### src/rtl/ccgd_pkg.sv
package ccgd_pkg;

  // Default sizing of the coin store
  localparam int DEF_SLOTS      = 6;
  localparam int DEF_COUNT_BITS = 10;

  // Fixed field widths
  localparam int SLOT_BITS      = 3;
  localparam int OP_BITS        = 3;
  localparam int AMT_BITS       = 16;
  localparam int STATUS_BITS    = 2;
  localparam int NUM_DENOM_REGS = 6;

  // Command codes
  typedef enum logic [OP_BITS-1:0] {
    OP_DEPOSIT  = 3'd0,
    OP_WITHDRAW = 3'd1,
    OP_ESCROW   = 3'd2,
    OP_COMMIT   = 3'd3,
    OP_CHECK    = 3'd4,
    OP_DISPENSE = 3'd5,
    OP_CLEAR    = 3'd6
  } op_t;

  // Result status codes
  localparam logic [STATUS_BITS-1:0] ST_OK      = 2'd0;
  localparam logic [STATUS_BITS-1:0] ST_NOEXACT = 2'd1;
  localparam logic [STATUS_BITS-1:0] ST_SAT     = 2'd2;

  // Broadcast command from the front end to every cell
  typedef struct packed {
    logic                 start;
    op_t                  op;
    logic [SLOT_BITS-1:0] slot;
  } cmd_t;

  // Greedy walk token handed from one cell to the next lower one
  typedef struct packed {
    logic                valid;
    op_t                 op;
    logic [AMT_BITS-1:0] rem;
  } tok_t;

  // Result word offered by a cell (count travels beside it)
  typedef struct packed {
    logic                   valid;
    logic [SLOT_BITS-1:0]   slot;
    logic [AMT_BITS-1:0]    rem;
    logic [STATUS_BITS-1:0] status;
    logic                   last;
  } res_t;

endpackage

### src/rtl/coin_change_greedy_dispenser_unit.sv
// Coin store with greedy change making. Commands arrive as stream words on the
// s_ side and results leave on the m_ side, tlast on the final result of each
// command. Each denomination slot is one cell of a chain holding its store and
// escrow counts; change walks pass an amount token from the highest slot down.
// Deposit, withdraw, escrow insert and clear each give one result; commit
// gives SLOTS results. Check runs, in each slot with a nonzero denomination,
// walk entry, a 16-step serial divider in the cell, a multiply, then a subtract
// that hands the token on; an unused slot skips the divider. Dispense does the
// same and in each slot also hands over its result before passing the token on.
// Any stall on m_tready holds a command up further.
// A new command is taken only after the last result of the previous one has
// been handed to the output register. Denominations are written over APB at
// byte address 4*slot and read back there; no clearing pass is needed.
module coin_change_greedy_dispenser_unit import ccgd_pkg::*; #(
  parameter  int SLOTS      = DEF_SLOTS,
  parameter  int COUNT_BITS = DEF_COUNT_BITS,
  localparam int IN_RAW     = OP_BITS + SLOT_BITS + COUNT_BITS + AMT_BITS,
  localparam int IN_W       = ((IN_RAW + 7) / 8) * 8,
  localparam int OUT_RAW    = SLOT_BITS + COUNT_BITS + AMT_BITS + STATUS_BITS,
  localparam int OUT_W      = ((OUT_RAW + 7) / 8) * 8,
  localparam int ADDR_W     = $clog2(4 * NUM_DENOM_REGS)
) (
  input  logic              clk,
  input  logic              rst,
  // s_tdata: opcode, slot, quantity, amount
  input  logic              s_tvalid,
  output logic              s_tready,
  input  logic [IN_W-1:0]   s_tdata,
  // m_tdata: out_slot, coin_count, remaining, status
  output logic              m_tvalid,
  input  logic              m_tready,
  output logic [OUT_W-1:0]  m_tdata,
  output logic              m_tlast,
  input  logic              psel,
  input  logic              penable,
  input  logic              pwrite,
  input  logic [ADDR_W-1:0] paddr,
  input  logic [31:0]       pwdata,
  output logic [31:0]       prdata,
  output logic              pready
);

  localparam int IDX_W = ADDR_W - 2;
  localparam logic [SLOT_BITS:0] SLOT_LIM = (SLOT_BITS + 1)'(SLOTS);

  // Denomination registers
  logic [AMT_BITS-1:0] denom [SLOTS];
  logic [IDX_W-1:0]    reg_idx;
  logic                cfg_wr;

  assign pready  = 1'b1;
  assign reg_idx = paddr[ADDR_W-1:2];
  assign cfg_wr  = psel && penable && pwrite;

  always_ff @(posedge clk) begin
    if (rst) begin
      for (int i = 0; i < SLOTS; i++) begin
        denom[i] <= '0;
      end
    end else if (cfg_wr) begin
      for (int i = 0; i < SLOTS; i++) begin
        if (i < NUM_DENOM_REGS && reg_idx == IDX_W'(i)) begin
          denom[i] <= pwdata[AMT_BITS-1:0];
        end
      end
    end
  end

  always_comb begin
    prdata = '0;
    for (int i = 0; i < SLOTS; i++) begin
      if (i < NUM_DENOM_REGS && reg_idx == IDX_W'(i)) begin
        prdata = {{(32 - AMT_BITS){1'b0}}, denom[i]};
      end
    end
  end

  // Input word decode
  logic [OP_BITS-1:0]    in_op;
  logic [SLOT_BITS-1:0]  in_slot;
  logic [COUNT_BITS-1:0] in_qty;
  logic [AMT_BITS-1:0]   in_amount;
  logic                  legal;
  logic                  busy;
  cmd_t                  cmd;

  assign in_op     = s_tdata[OP_BITS-1:0];
  assign in_slot   = s_tdata[OP_BITS +: SLOT_BITS];
  assign in_qty    = s_tdata[OP_BITS + SLOT_BITS +: COUNT_BITS];
  assign in_amount = s_tdata[OP_BITS + SLOT_BITS + COUNT_BITS +: AMT_BITS];

  always_comb begin
    legal = 1'b1;
    if (in_op > OP_CLEAR) begin
      legal = 1'b0;
    end else if (in_op < OP_COMMIT && {1'b0, in_slot} >= SLOT_LIM) begin
      legal = 1'b0;
    end
  end

  assign s_tready  = !busy;
  assign cmd.start = s_tvalid && s_tready && legal;
  assign cmd.op    = op_t'(in_op);
  assign cmd.slot  = in_slot;

  // Cell chain
  tok_t                  dn [SLOTS];
  logic                  up [SLOTS];
  res_t                  res [SLOTS];
  logic [COUNT_BITS-1:0] res_count [SLOTS];
  logic                  res_ack;

  for (genvar g = 0; g < SLOTS; g++) begin : g_cell
    tok_t tok_in;
    logic up_in;

    if (g == SLOTS - 1) begin : g_top
      assign tok_in = '0;
    end else begin : g_mid
      assign tok_in = dn[g+1];
    end

    if (g == 0) begin : g_bot
      assign up_in = 1'b0;
    end else begin : g_up
      assign up_in = up[g-1];
    end

    ccgd_cell #(
      .IDX        (g),
      .SLOTS      (SLOTS),
      .COUNT_BITS (COUNT_BITS)
    ) u_cell (
      .clk        (clk),
      .rst        (rst),
      .cmd        (cmd),
      .cmd_qty    (in_qty),
      .cmd_amount (in_amount),
      .denom      (denom[g]),
      .tok_in     (tok_in),
      .up_in      (up_in),
      .tok_out    (dn[g]),
      .up_out     (up[g]),
      .res_ack    (res_ack),
      .res        (res[g]),
      .res_count  (res_count[g])
    );
  end

  // At most one cell offers a result; merge them
  res_t                  res_or;
  logic [COUNT_BITS-1:0] count_or;

  always_comb begin
    res_or   = '0;
    count_or = '0;
    for (int i = 0; i < SLOTS; i++) begin
      res_or   = res_or | res[i];
      count_or = count_or | res_count[i];
    end
  end

  assign res_ack = res_or.valid && (!m_tvalid || m_tready);

  // Command in flight until its last result is taken
  always_ff @(posedge clk) begin
    if (rst) begin
      busy <= 1'b0;
    end else if (cmd.start) begin
      busy <= 1'b1;
    end else if (res_ack && res_or.last) begin
      busy <= 1'b0;
    end
  end

  // Output register
  always_ff @(posedge clk) begin
    if (rst) begin
      m_tvalid <= 1'b0;
    end else if (res_ack) begin
      m_tvalid <= 1'b1;
    end else if (m_tready) begin
      m_tvalid <= 1'b0;
    end
  end

  always_ff @(posedge clk) begin
    if (res_ack) begin
      m_tdata <= OUT_W'({res_or.status, res_or.rem, count_or, res_or.slot});
      m_tlast <= res_or.last;
    end
  end

endmodule

### src/rtl/ccgd_cell.sv
module ccgd_cell import ccgd_pkg::*; #(
  parameter int IDX        = 0,
  parameter int SLOTS      = DEF_SLOTS,
  parameter int COUNT_BITS = DEF_COUNT_BITS
) (
  input  logic                  clk,
  input  logic                  rst,
  input  cmd_t                  cmd,
  input  logic [COUNT_BITS-1:0] cmd_qty,
  input  logic [AMT_BITS-1:0]   cmd_amount,
  input  logic [AMT_BITS-1:0]   denom,
  input  tok_t                  tok_in,
  input  logic                  up_in,
  output tok_t                  tok_out,
  output logic                  up_out,
  input  logic                  res_ack,
  output res_t                  res,
  output logic [COUNT_BITS-1:0] res_count
);

  localparam int AV_W  = COUNT_BITS + 1;
  localparam int QW    = (AMT_BITS > AV_W) ? AMT_BITS : AV_W;
  localparam int PW    = AV_W + AMT_BITS;
  localparam int CNT_W = $clog2(AMT_BITS);
  localparam logic [SLOT_BITS-1:0] MY_SLOT = SLOT_BITS'(IDX);
  localparam bit IS_TOP = (IDX == SLOTS - 1);
  localparam bit IS_BOT = (IDX == 0);

  typedef enum logic [4:0] {
    S_IDLE = 5'b00001,
    S_DIV  = 5'b00010,
    S_MUL  = 5'b00100,
    S_FIN  = 5'b01000,
    S_RES  = 5'b10000
  } state_t;

  state_t                 state;
  logic [COUNT_BITS-1:0]  store;
  logic [COUNT_BITS-1:0]  escrow;
  op_t                    op_r;
  logic [AMT_BITS-1:0]    rem_r;
  logic [AMT_BITS-1:0]    dvd;
  logic [AMT_BITS-1:0]    part;
  logic [AMT_BITS-1:0]    quot;
  logic [CNT_W-1:0]       cnt;
  logic [AV_W-1:0]        avail;
  logic [PW-1:0]          prod;
  logic                   clamp;
  logic [COUNT_BITS-1:0]  r_count;
  logic [AMT_BITS-1:0]    r_rem;
  logic [STATUS_BITS-1:0] r_status;
  logic                   r_last;

  // Walk entry: the top cell starts from the command, the others from the token
  logic                walk_go;
  op_t                 walk_op;
  logic [AMT_BITS-1:0] walk_rem;

  always_comb begin
    walk_go  = tok_in.valid;
    walk_op  = tok_in.op;
    walk_rem = tok_in.rem;
    if (IS_TOP && cmd.start && (cmd.op == OP_CHECK || cmd.op == OP_DISPENSE)) begin
      walk_go  = 1'b1;
      walk_op  = cmd.op;
      walk_rem = cmd_amount;
    end
  end

  // Count arithmetic with saturation
  logic            hit;
  logic [AV_W-1:0] dep_sum;
  logic [AV_W-1:0] esc_sum;
  logic [AV_W-1:0] com_sum;
  logic            wd_under;

  assign hit      = (cmd.slot == MY_SLOT);
  assign dep_sum  = {1'b0, store} + {1'b0, cmd_qty};
  assign esc_sum  = {1'b0, escrow} + {1'b0, cmd_qty};
  assign com_sum  = {1'b0, store} + {1'b0, escrow};
  assign wd_under = (cmd_qty > store);

  // One restoring division step per cycle
  logic [AMT_BITS:0] trial;
  logic [AMT_BITS:0] trial_sub;
  logic              trial_ge;

  assign trial     = {part, dvd[AMT_BITS-1]};
  assign trial_sub = trial - {1'b0, denom};
  assign trial_ge  = (trial >= {1'b0, denom});

  // Coins taken and amount left once quotient and product are known
  logic [AV_W-1:0]     take_w;
  logic [AMT_BITS-1:0] new_rem;

  assign take_w  = clamp ? avail : AV_W'(quot);
  assign new_rem = clamp ? (rem_r - prod[AMT_BITS-1:0]) : part;

  always_ff @(posedge clk) begin
    if (rst) begin
      state   <= S_IDLE;
      store   <= '0;
      escrow  <= '0;
      tok_out <= '0;
      up_out  <= 1'b0;
    end else begin
      tok_out.valid <= 1'b0;
      up_out        <= 1'b0;

      // Broadcast commands that need no walk
      if (cmd.start) begin
        unique case (cmd.op)
          OP_DEPOSIT: begin
            if (hit) begin
              op_r     <= cmd.op;
              store    <= dep_sum[COUNT_BITS] ? '1 : dep_sum[COUNT_BITS-1:0];
              r_count  <= dep_sum[COUNT_BITS] ? '1 : dep_sum[COUNT_BITS-1:0];
              r_status <= dep_sum[COUNT_BITS] ? ST_SAT : ST_OK;
              r_rem    <= '0;
              r_last   <= 1'b1;
              state    <= S_RES;
            end
          end
          OP_WITHDRAW: begin
            if (hit) begin
              op_r     <= cmd.op;
              store    <= wd_under ? '0 : store - cmd_qty;
              r_count  <= wd_under ? '0 : store - cmd_qty;
              r_status <= wd_under ? ST_SAT : ST_OK;
              r_rem    <= '0;
              r_last   <= 1'b1;
              state    <= S_RES;
            end
          end
          OP_ESCROW: begin
            if (hit) begin
              op_r     <= cmd.op;
              escrow   <= esc_sum[COUNT_BITS] ? '1 : esc_sum[COUNT_BITS-1:0];
              r_count  <= esc_sum[COUNT_BITS] ? '1 : esc_sum[COUNT_BITS-1:0];
              r_status <= esc_sum[COUNT_BITS] ? ST_SAT : ST_OK;
              r_rem    <= '0;
              r_last   <= 1'b1;
              state    <= S_RES;
            end
          end
          OP_COMMIT: begin
            // all cells merge at once; results leave from slot 0 upward
            op_r     <= cmd.op;
            store    <= com_sum[COUNT_BITS] ? '1 : com_sum[COUNT_BITS-1:0];
            escrow   <= '0;
            r_count  <= com_sum[COUNT_BITS] ? '1 : com_sum[COUNT_BITS-1:0];
            r_status <= com_sum[COUNT_BITS] ? ST_SAT : ST_OK;
            r_rem    <= '0;
            r_last   <= IS_TOP;
            if (IS_BOT) begin
              state <= S_RES;
            end
          end
          OP_CLEAR: begin
            op_r  <= cmd.op;
            store <= '0;
            if (IS_BOT) begin
              r_count  <= '0;
              r_status <= ST_OK;
              r_rem    <= '0;
              r_last   <= 1'b1;
              state    <= S_RES;
            end
          end
          default: begin
          end
        endcase
      end

      // Commit result moves up the chain
      if (up_in) begin
        state <= S_RES;
      end

      // Greedy walk enters this cell
      if (walk_go) begin
        op_r  <= walk_op;
        rem_r <= walk_rem;
        dvd   <= walk_rem;
        cnt   <= '0;
        avail <= (walk_op == OP_CHECK) ? com_sum : {1'b0, store};
        if (denom == '0) begin
          // unused slot gives nothing
          part  <= walk_rem;
          quot  <= '0;
          state <= S_MUL;
        end else begin
          part  <= '0;
          quot  <= '0;
          state <= S_DIV;
        end
      end

      unique case (state)
        S_IDLE: begin
        end
        S_DIV: begin
          part <= trial_ge ? trial_sub[AMT_BITS-1:0] : trial[AMT_BITS-1:0];
          quot <= {quot[AMT_BITS-2:0], trial_ge};
          dvd  <= {dvd[AMT_BITS-2:0], 1'b0};
          cnt  <= cnt + CNT_W'(1);
          if (cnt == CNT_W'(AMT_BITS - 1)) begin
            state <= S_MUL;
          end
        end
        S_MUL: begin
          prod  <= PW'(avail) * PW'(denom);
          clamp <= (QW'(quot) > QW'(avail));
          state <= S_FIN;
        end
        S_FIN: begin
          if (op_r == OP_DISPENSE) begin
            store    <= store - take_w[COUNT_BITS-1:0];
            r_count  <= take_w[COUNT_BITS-1:0];
            r_rem    <= new_rem;
            r_status <= (IS_BOT && new_rem != '0) ? ST_NOEXACT : ST_OK;
            r_last   <= IS_BOT;
            state    <= S_RES;
          end else if (IS_BOT) begin
            r_count  <= '0;
            r_rem    <= new_rem;
            r_status <= (new_rem != '0) ? ST_NOEXACT : ST_OK;
            r_last   <= 1'b1;
            state    <= S_RES;
          end else begin
            // check passes silently down to slot 0
            tok_out.valid <= 1'b1;
            tok_out.op    <= op_r;
            tok_out.rem   <= new_rem;
            state         <= S_IDLE;
          end
        end
        S_RES: begin
          if (res_ack) begin
            state <= S_IDLE;
            if (op_r == OP_COMMIT && !IS_TOP) begin
              up_out <= 1'b1;
            end
            if (op_r == OP_DISPENSE && !IS_BOT) begin
              tok_out.valid <= 1'b1;
              tok_out.op    <= op_r;
              tok_out.rem   <= r_rem;
            end
          end
        end
        default: begin
          state <= S_IDLE;
        end
      endcase
    end
  end

  // Result word, zero unless this cell holds one
  always_comb begin
    res       = '0;
    res_count = '0;
    if (state == S_RES) begin
      res.valid  = 1'b1;
      res.slot   = MY_SLOT;
      res.rem    = r_rem;
      res.status = r_status;
      res.last   = r_last;
      res_count  = r_count;
    end
  end

endmodule

### config.mk
export PLATFORM = sky130hd
export DESIGN_NAME = coin_change_greedy_dispenser_unit
export DESIGN_NICKNAME = d
export VERILOG_FILES = /design/src/rtl/ccgd_pkg.sv /design/src/rtl/coin_change_greedy_dispenser_unit.sv /design/src/rtl/ccgd_cell.sv
export SDC_FILE = /design/constraint.sdc
export NUM_CORES = 2
export LEC_CHECK = 0
export ABC_AREA = 1
export ABC_CLOCK_PERIOD_IN_PS = 12000
export BUFFER_PORTS_ARGS = -buffer_cell sky130_fd_sc_hd__buf_4
export CAP_MARGIN = 10
export CORE_MARGIN = 2
export CORE_UTILIZATION = 61
export CTS_BUF_LIST = sky130_fd_sc_hd__clkbuf_2
export DETAILED_ROUTE_END_ITERATION = 10
export PLACE_DENSITY = 0.78
export SLEW_MARGIN = 10
export SYNTH_ARGS = -nofsm -noshare
export SYNTH_HDL_FRONTEND = slang
export SYNTH_SLANG_ARGS = --single-unit
### constraint.sdc
create_clock -name clk -period 12 [get_ports clk]
set_input_delay 1.2 -clock clk [delete_from_list [all_inputs] [get_ports clk]]
set_output_delay 1.2 -clock clk [all_outputs]
set_load 0.01 [all_outputs]
* Word level (Yosys, flattened, before mapping)
Memories as Yosys holds them, arrays and structs flattened. Cells that the tools add are included. Widths: inputs -> output; s select.
Storage, ports and cells: ROM bits 0, bits in latches 0, word-level logic and storage cells 908, RAM bits 96, flip-flop bits (word level) 1057, output and inout port bits 68, memories 1
Cells by class: shifts and indexed selects 0, div/mod/pow operators 0, order comparisons 21, equal/unequal tests 100, bitwise gates (word level) 23, mux-type cells 480, reduce and logical (&&, ||, !) cells 97, add/sub/neg operators 48, $mul 6
Memory list:
- denom | words 6, bits a word 16, rd ports 6, clocked after Yosys merged registers in 0, wr ports 6, line coin_change_greedy_dispenser_unit.sv:47 | logic [AMT_BITS-1:0] denom [SLOTS];
Operators with widths (count):
- $mux 16 | 85
- $mux 10 | 113
- $pmux 10 s4 | 11
- $mux 20 | 15
- $mux 5 | 45
- $pmux 20 s2 | 5
- $add 10x10->11 | 18
- $pmux 16 s2 | 6
- $sub 16x16->16 | 12
- $mux 32 | 5
- $pmux 5 s5 | 6
- $mux 23 | 6
- $pmux 10 s2 | 6
- $sub 10x10->10 | 12
- $mux 2 | 59
- $or 23x23->23 | 5
- $ge 17x16->1 | 6
- $gt 16x11->1 | 6
- $logic_not 16->1 | 6
- $mul 11x16->16 | 6
- $mux 3 | 25
- $mux 1 | 61
- $gt 10x10->1 | 6
- $eq 3x3->1 const B | 19
- 41 further kinds | 231

* Logic depth before layout (Yosys ltp)
word-level depth 11, gate-level depth with buffers 23

* Modules after synthesis
From an unflattened synthesis, not the netlist that was laid out.
Second synthesis, totals: cells, all modules 14652, area total of the unflattened synthesis 105915.3 um2
By module, submodules not included:
- ccgd_cell at g_cell[2].u_cell | instances 1, cells an instance 2352, area an instance 16813.6 um2, seq. area each 4764.6 um2
- ccgd_cell at g_cell[1].u_cell | instances 1, cells an instance 2346, area an instance 16798.6 um2, seq. area each 4764.6 um2
- ccgd_cell at g_cell[3].u_cell | instances 1, cells an instance 2366, area an instance 16792.4 um2, seq. area each 4764.6 um2
- ccgd_cell at g_cell[4].u_cell | instances 1, cells an instance 2366, area an instance 16787.4 um2, seq. area each 4764.6 um2
- ccgd_cell at g_cell[5].u_cell | instances 1, cells an instance 2386, area an instance 16786.1 um2, seq. area each 4744.6 um2
- ccgd_cell at g_cell[0].u_cell | instances 1, cells an instance 2253, area an instance 16010.4 um2, seq. area each 4364.2 um2
- coin_change_greedy_dispenser_unit | instances 1, cells an instance 583, area an instance 5926.9 um2, seq. area each 3883.7 um2

* Worst setup path before layout
OpenSTA, ideal clock, no wires.
kind input-to-reg, start input port rst, end memory denom[0][0], enable pin, setup time 0.756 ns, arrival time 8.374 ns, setup slack 2.870 ns, stages on the path 5, cell sequence clkbuf_1 -> clkinv_1 -> clkbuf_1 -> clkbuf_1 -> o21ai_0
RTL lines:
- from (decl) | line coin_change_greedy_dispenser_unit.sv:24 | input logic rst,
- to (decl) | line coin_change_greedy_dispenser_unit.sv:47

* Worst setup path in the final report
start input port paddr[2], end output port prdata[4]
On the way: longest elaborated chain between the ends 7, elaborated cells on any way between the ends 12
Ends and longest elaborated chain:
- from (decl) | line coin_change_greedy_dispenser_unit.sv:37 | input logic [ADDR_W-1:0] paddr,
- $logic_not 3->1 | line coin_change_greedy_dispenser_unit.sv:72 | if (i < NUM_DENOM_REGS && reg_idx == IDX_W'(i)) begin
- $mux 16 | line coin_change_greedy_dispenser_unit.sv:72
- $mux 32 (4 in a row) | line coin_change_greedy_dispenser_unit.sv:72
- $mux 32 (*) | line coin_change_greedy_dispenser_unit.sv:72
- to (decl) | line coin_change_greedy_dispenser_unit.sv:39 | output logic [31:0] prdata,
Mark *: on every way between the ends. The rest lies on a longest branch, timed or not.

==> impl_metrics.tcl <==
set metrics [dict create \
    status "finished, violations left" \
    violations "max-capacitance violations, max-slew violations" \
    synth_edf_count 896 \
    max_slew.worst_pin.slew_ps 1563 \
    min_period_ps 6675 \
    crit_chain "dlygate4sd3_1 -> buf_4 -> nor2_1 -> nand2_1 -> o22ai_1 -> a221oi_1 -> o221ai_1 -> buf_4" \
    ys_seq_area_frac 0.3124 \
    htreeDepth 5 \
    pin_count 144 \
    yosys_warnings 0 \
    core_um2 167000 \
    setup_viol 0 \
    finalHoldViolCount 0 \
    synthCells 13870 \
    gp_congestion 1.060 \
    critPathLaunch "paddr[2]" \
    ys_types 62 \
    slowest_stage "a221oi_1" \
    p_per_area_nw_per_um2 105.2 \
    insertion_delay_ps 1970 \
    crit_path_frequent_cell "buf_4" \
    grt_max_degree 159 \
    synthTopCellsByArea "edfxtp_1, nand2_1, fa_1" \
    grt_overflow 0 \
    instances_no_fill 16440 \
    antenna_left 0 \
    regToRegStartpoint "g_cell[3].u_cell.avail[3]$_DFFE_PP_" \
    syn2layout_area_growth_pct 6.015 \
    gr-usage-met3 0.1201 \
    fin_ws_ps 5325 \
    synth_area_per_cell_um2 7.396 \
    grt_pass1_wl_mm 558.8 \
    std_cell_rows 150 \
    r2r-end "g_cell[3].u_cell.prod[15]$_DFFE_PP_" \
    drv_cap 4 \
    p_leak_nw 54.52 \
    layout_commonest_cell "nand2_1" \
    vias_per_cell 6.031 \
    cts_root_buffer "clkbuf_2" \
    relSlewSlack -0.04169 \
    p_comb_frac 0.321 \
    grt_busiest_layer "met2" \
    fin_nets 15290 \
    synth_area_um2 102600 \
    post_cts_buffers 0 \
    yosysTopAreaCell "edfxtp_1" \
    post-synth-top-area-fraction 0.2622 \
    crit_type "primary input to output port" \
    power_switching_w 0.004392 \
    p_seq_frac 0.407 \
    hold_path.class "primary input to register" \
    synth-seq-cells 1153 \
    grtUsageMet1 0.5545 \
    vias 99120 \
    p_int_w 0.007054 \
    cts_buffers 329 \
    initial_utilization 0.6143 \
    fmax_mhz 149.8 \
    holdPathStages 5 \
    cts_sinks 1153 \
    async_flop_share 0 \
    fill_cells 14640 \
    cts_tree "done" \
    antenna_found_initial 27 \
    period_share 0.5562 \
    crit_required_ps 10800 \
    cp.arrival_ps 5470 \
    grt_pass1_vias 93400 \
    cts_buffer_depth 4 \
    max_stage_delay_ps 1240 \
    power_frac_clock 0.271 \
    use_met2 0.6283 \
    min-delay-start "paddr[3]" \
    pre_cts_slack_ps 6562 \
    port_buffers 107 \
    drt_iter0_drc 13610 \
    reg2reg_setup_slack_ps 6420 \
    place_inst 15780 \
    worst_r2r_path_depth 17 \
    final_cell_mix "nand2_1, inv_1, nor2_1, nand3_1, edfxtp_1" \
    die_h_um 414.1 \
    drc 0 \
    irDropWorstVdd_mv 0.1597 \
    drt-total-wl_mm 377.4 \
    worstHoldEndpoint "denom[0][5]$_SDFFCE_PN0P_" \
    dr.pass1.iters 10 \
    die_w_um 414.1 \
    synthFlopType "edfxtp_1" \
    drive_above_1_share 0.06591 \
    post_drt_wl_per_cell_um 22.96 \
    dieArea_um2 171500 \
    holdWs_ps 191.6 \
    worstSetupStartpointType "primary input" \
    crit_fanout 17 \
    fin_tns_setup_ps 0 \
    clk_pin_slew_ps 90 \
    maxSlewViolCount 6 \
    swShare 0.3837 \
    grt_usage 0.4291 \
    worst_clock_skew_ps 229.3 \
    rsz0062_at_grt "no" \
    dp_hpwl_mm 285.7 \
    endpoint_kind "output port" \
]
## power by group through the flow
stage / Combinational [W] / Sequential [W] / Clock, W
finish: 0.00368 / 0.00466 / 0.00310
global route: 0.00409 / 0.00466 / 0.00329
CTS: 0.00360 / 0.00465 / 0.00309
detailed placement: 0.00357 / 0.00474 / 0
global placement: 0.00341 / 0.00474 / 0
floorplan: 0.00263 / 0.00464 / 0
## routing by layer
layer | vias to the layer above | part of all wire
met5 | - | 0.00030
met4 | 12 | 0.077
met3 | 1265 | 0.13
met2 | 6392 | 0.42
met1 | 46420 | 0.37
li1 | 45030 | -
## how the worst max path moves through the flow
stage	to	slack, ps	cells after the start
3_5_place_dp	g_cell[4].u_cell.prod[15]$_DFFE_PP_	6560	20
2_1_floorplan	denom[0][0]$_SDFFCE_PN0P_	2870	5
4_1_cts	prdata[6]	5820	5
6_report	prdata[4]	5330	8
5_1_grt	prdata[7]	5650	8
3_3_place_gp	g_cell[4].u_cell.prod[15]$_DFFE_PP_	6620	20
## Yosys cell counts, types with 9 or more instances
cell	n
nand2_1	3749
inv_1	2397
nor2_1	940
nand3_1	909
edfxtp_1	896
a21oi_1	779
ha_1	750
o21ai_0	740
fa_1	492
clkbuf_1	413
dfxtp_1	257
xor2_1	209
xnor2_1	170
nand4_1	147
nor3_1	121
o22ai_1	106
or2_2	102
buf_2	65
o21bai_1	64
a31oi_1	57
a221oi_1	46
a21o_1	45
o211ai_1	45
o31ai_1	45
nand3b_1	32
o221ai_1	31
o21ai_1	28
nor4_1	27
buf_4	26
inv_2	22
o21a_1	22
buf_1	21
o2111ai_1	12
a211oi_1	11
and2_1	10
nor2_2	10
clkinv_1	9
nor2_4	9
nor3b_1	9
## state kept, by name (all words and copies together), names as in the netlist, 96 cells and up
| name | flops |
|---|---|
| denom | 96 |
| g_cell.u_cell.dvd | 96 |
| g_cell.u_cell.part | 96 |
| g_cell.u_cell.prod | 96 |
| g_cell.u_cell.quot | 96 |
| g_cell.u_cell.r_rem | 96 |
| g_cell.u_cell.rem_r | 96 |
| g_cell.u_cell.tok_out | 100 |
## metrics by stage
stage / area (um2) / utilization / power, W
2_1_floorplan: 102700 / - / 0.007269
5_1_grt: 108800 / 0.6511 / 0.01205
4_1_cts: 108700 / 0.6507 / 0.01134
3_3_place_gp: 105200 / 0.6295 / 0.008152
6_report: 108800 / 0.6512 / 0.01145
3_5_place_dp: 105200 / 0.6295 / 0.008306
## cell type report
class	instances	area (um2)	area share
diodes	16	40.04	0.0003681
clock buffers	478	2392	0.02199
clock inverters	100	593.1	0.005452
inverters	2428	9123	0.08386
multi-input cells	9782	59590	0.5478
flip-flops and latches	1153	32050	0.2946
well taps	2204	2758	0.02535
repair buffers	275	2233	0.02053
## worst max-delay path, delay by kind of cell
kind / cells / cell delay, ps
compound gates: 3 / 2420
buf+inv: 3 / 960
simple gates: 2 / 830
## logic make-up (layout without fill, tap and decap cells)
group | after synthesis | in the layout | share of synthesized area
muxes | 2 | 2 | 0.0001951
AOI/OAI and AO/OA | 2056 | 2056 | 0.1123
and+or+nand+nor | 6085 | 6085 | 0.2454
DFF | 1153 | 1153 | 0.3124
buffers and inverters | 2954 | 3281 | 0.1099
adders and majority gates | 1242 | 1242 | 0.1874
xor gates and xnor gates | 379 | 379 | 0.03235
other | 2 | 34 | 0.00007319
## timing repair
| action | in CTS | in global routing |
|---|---|---|
| resized for setup | 0 | 0 |
| endpoints found under the hold margin | 144 | 0 |
| hold buffers | 55 | 0 |
| endpoints found under the setup margin | 0 | 0 |
No activity file was read; power rests on OpenSTA's default activity.
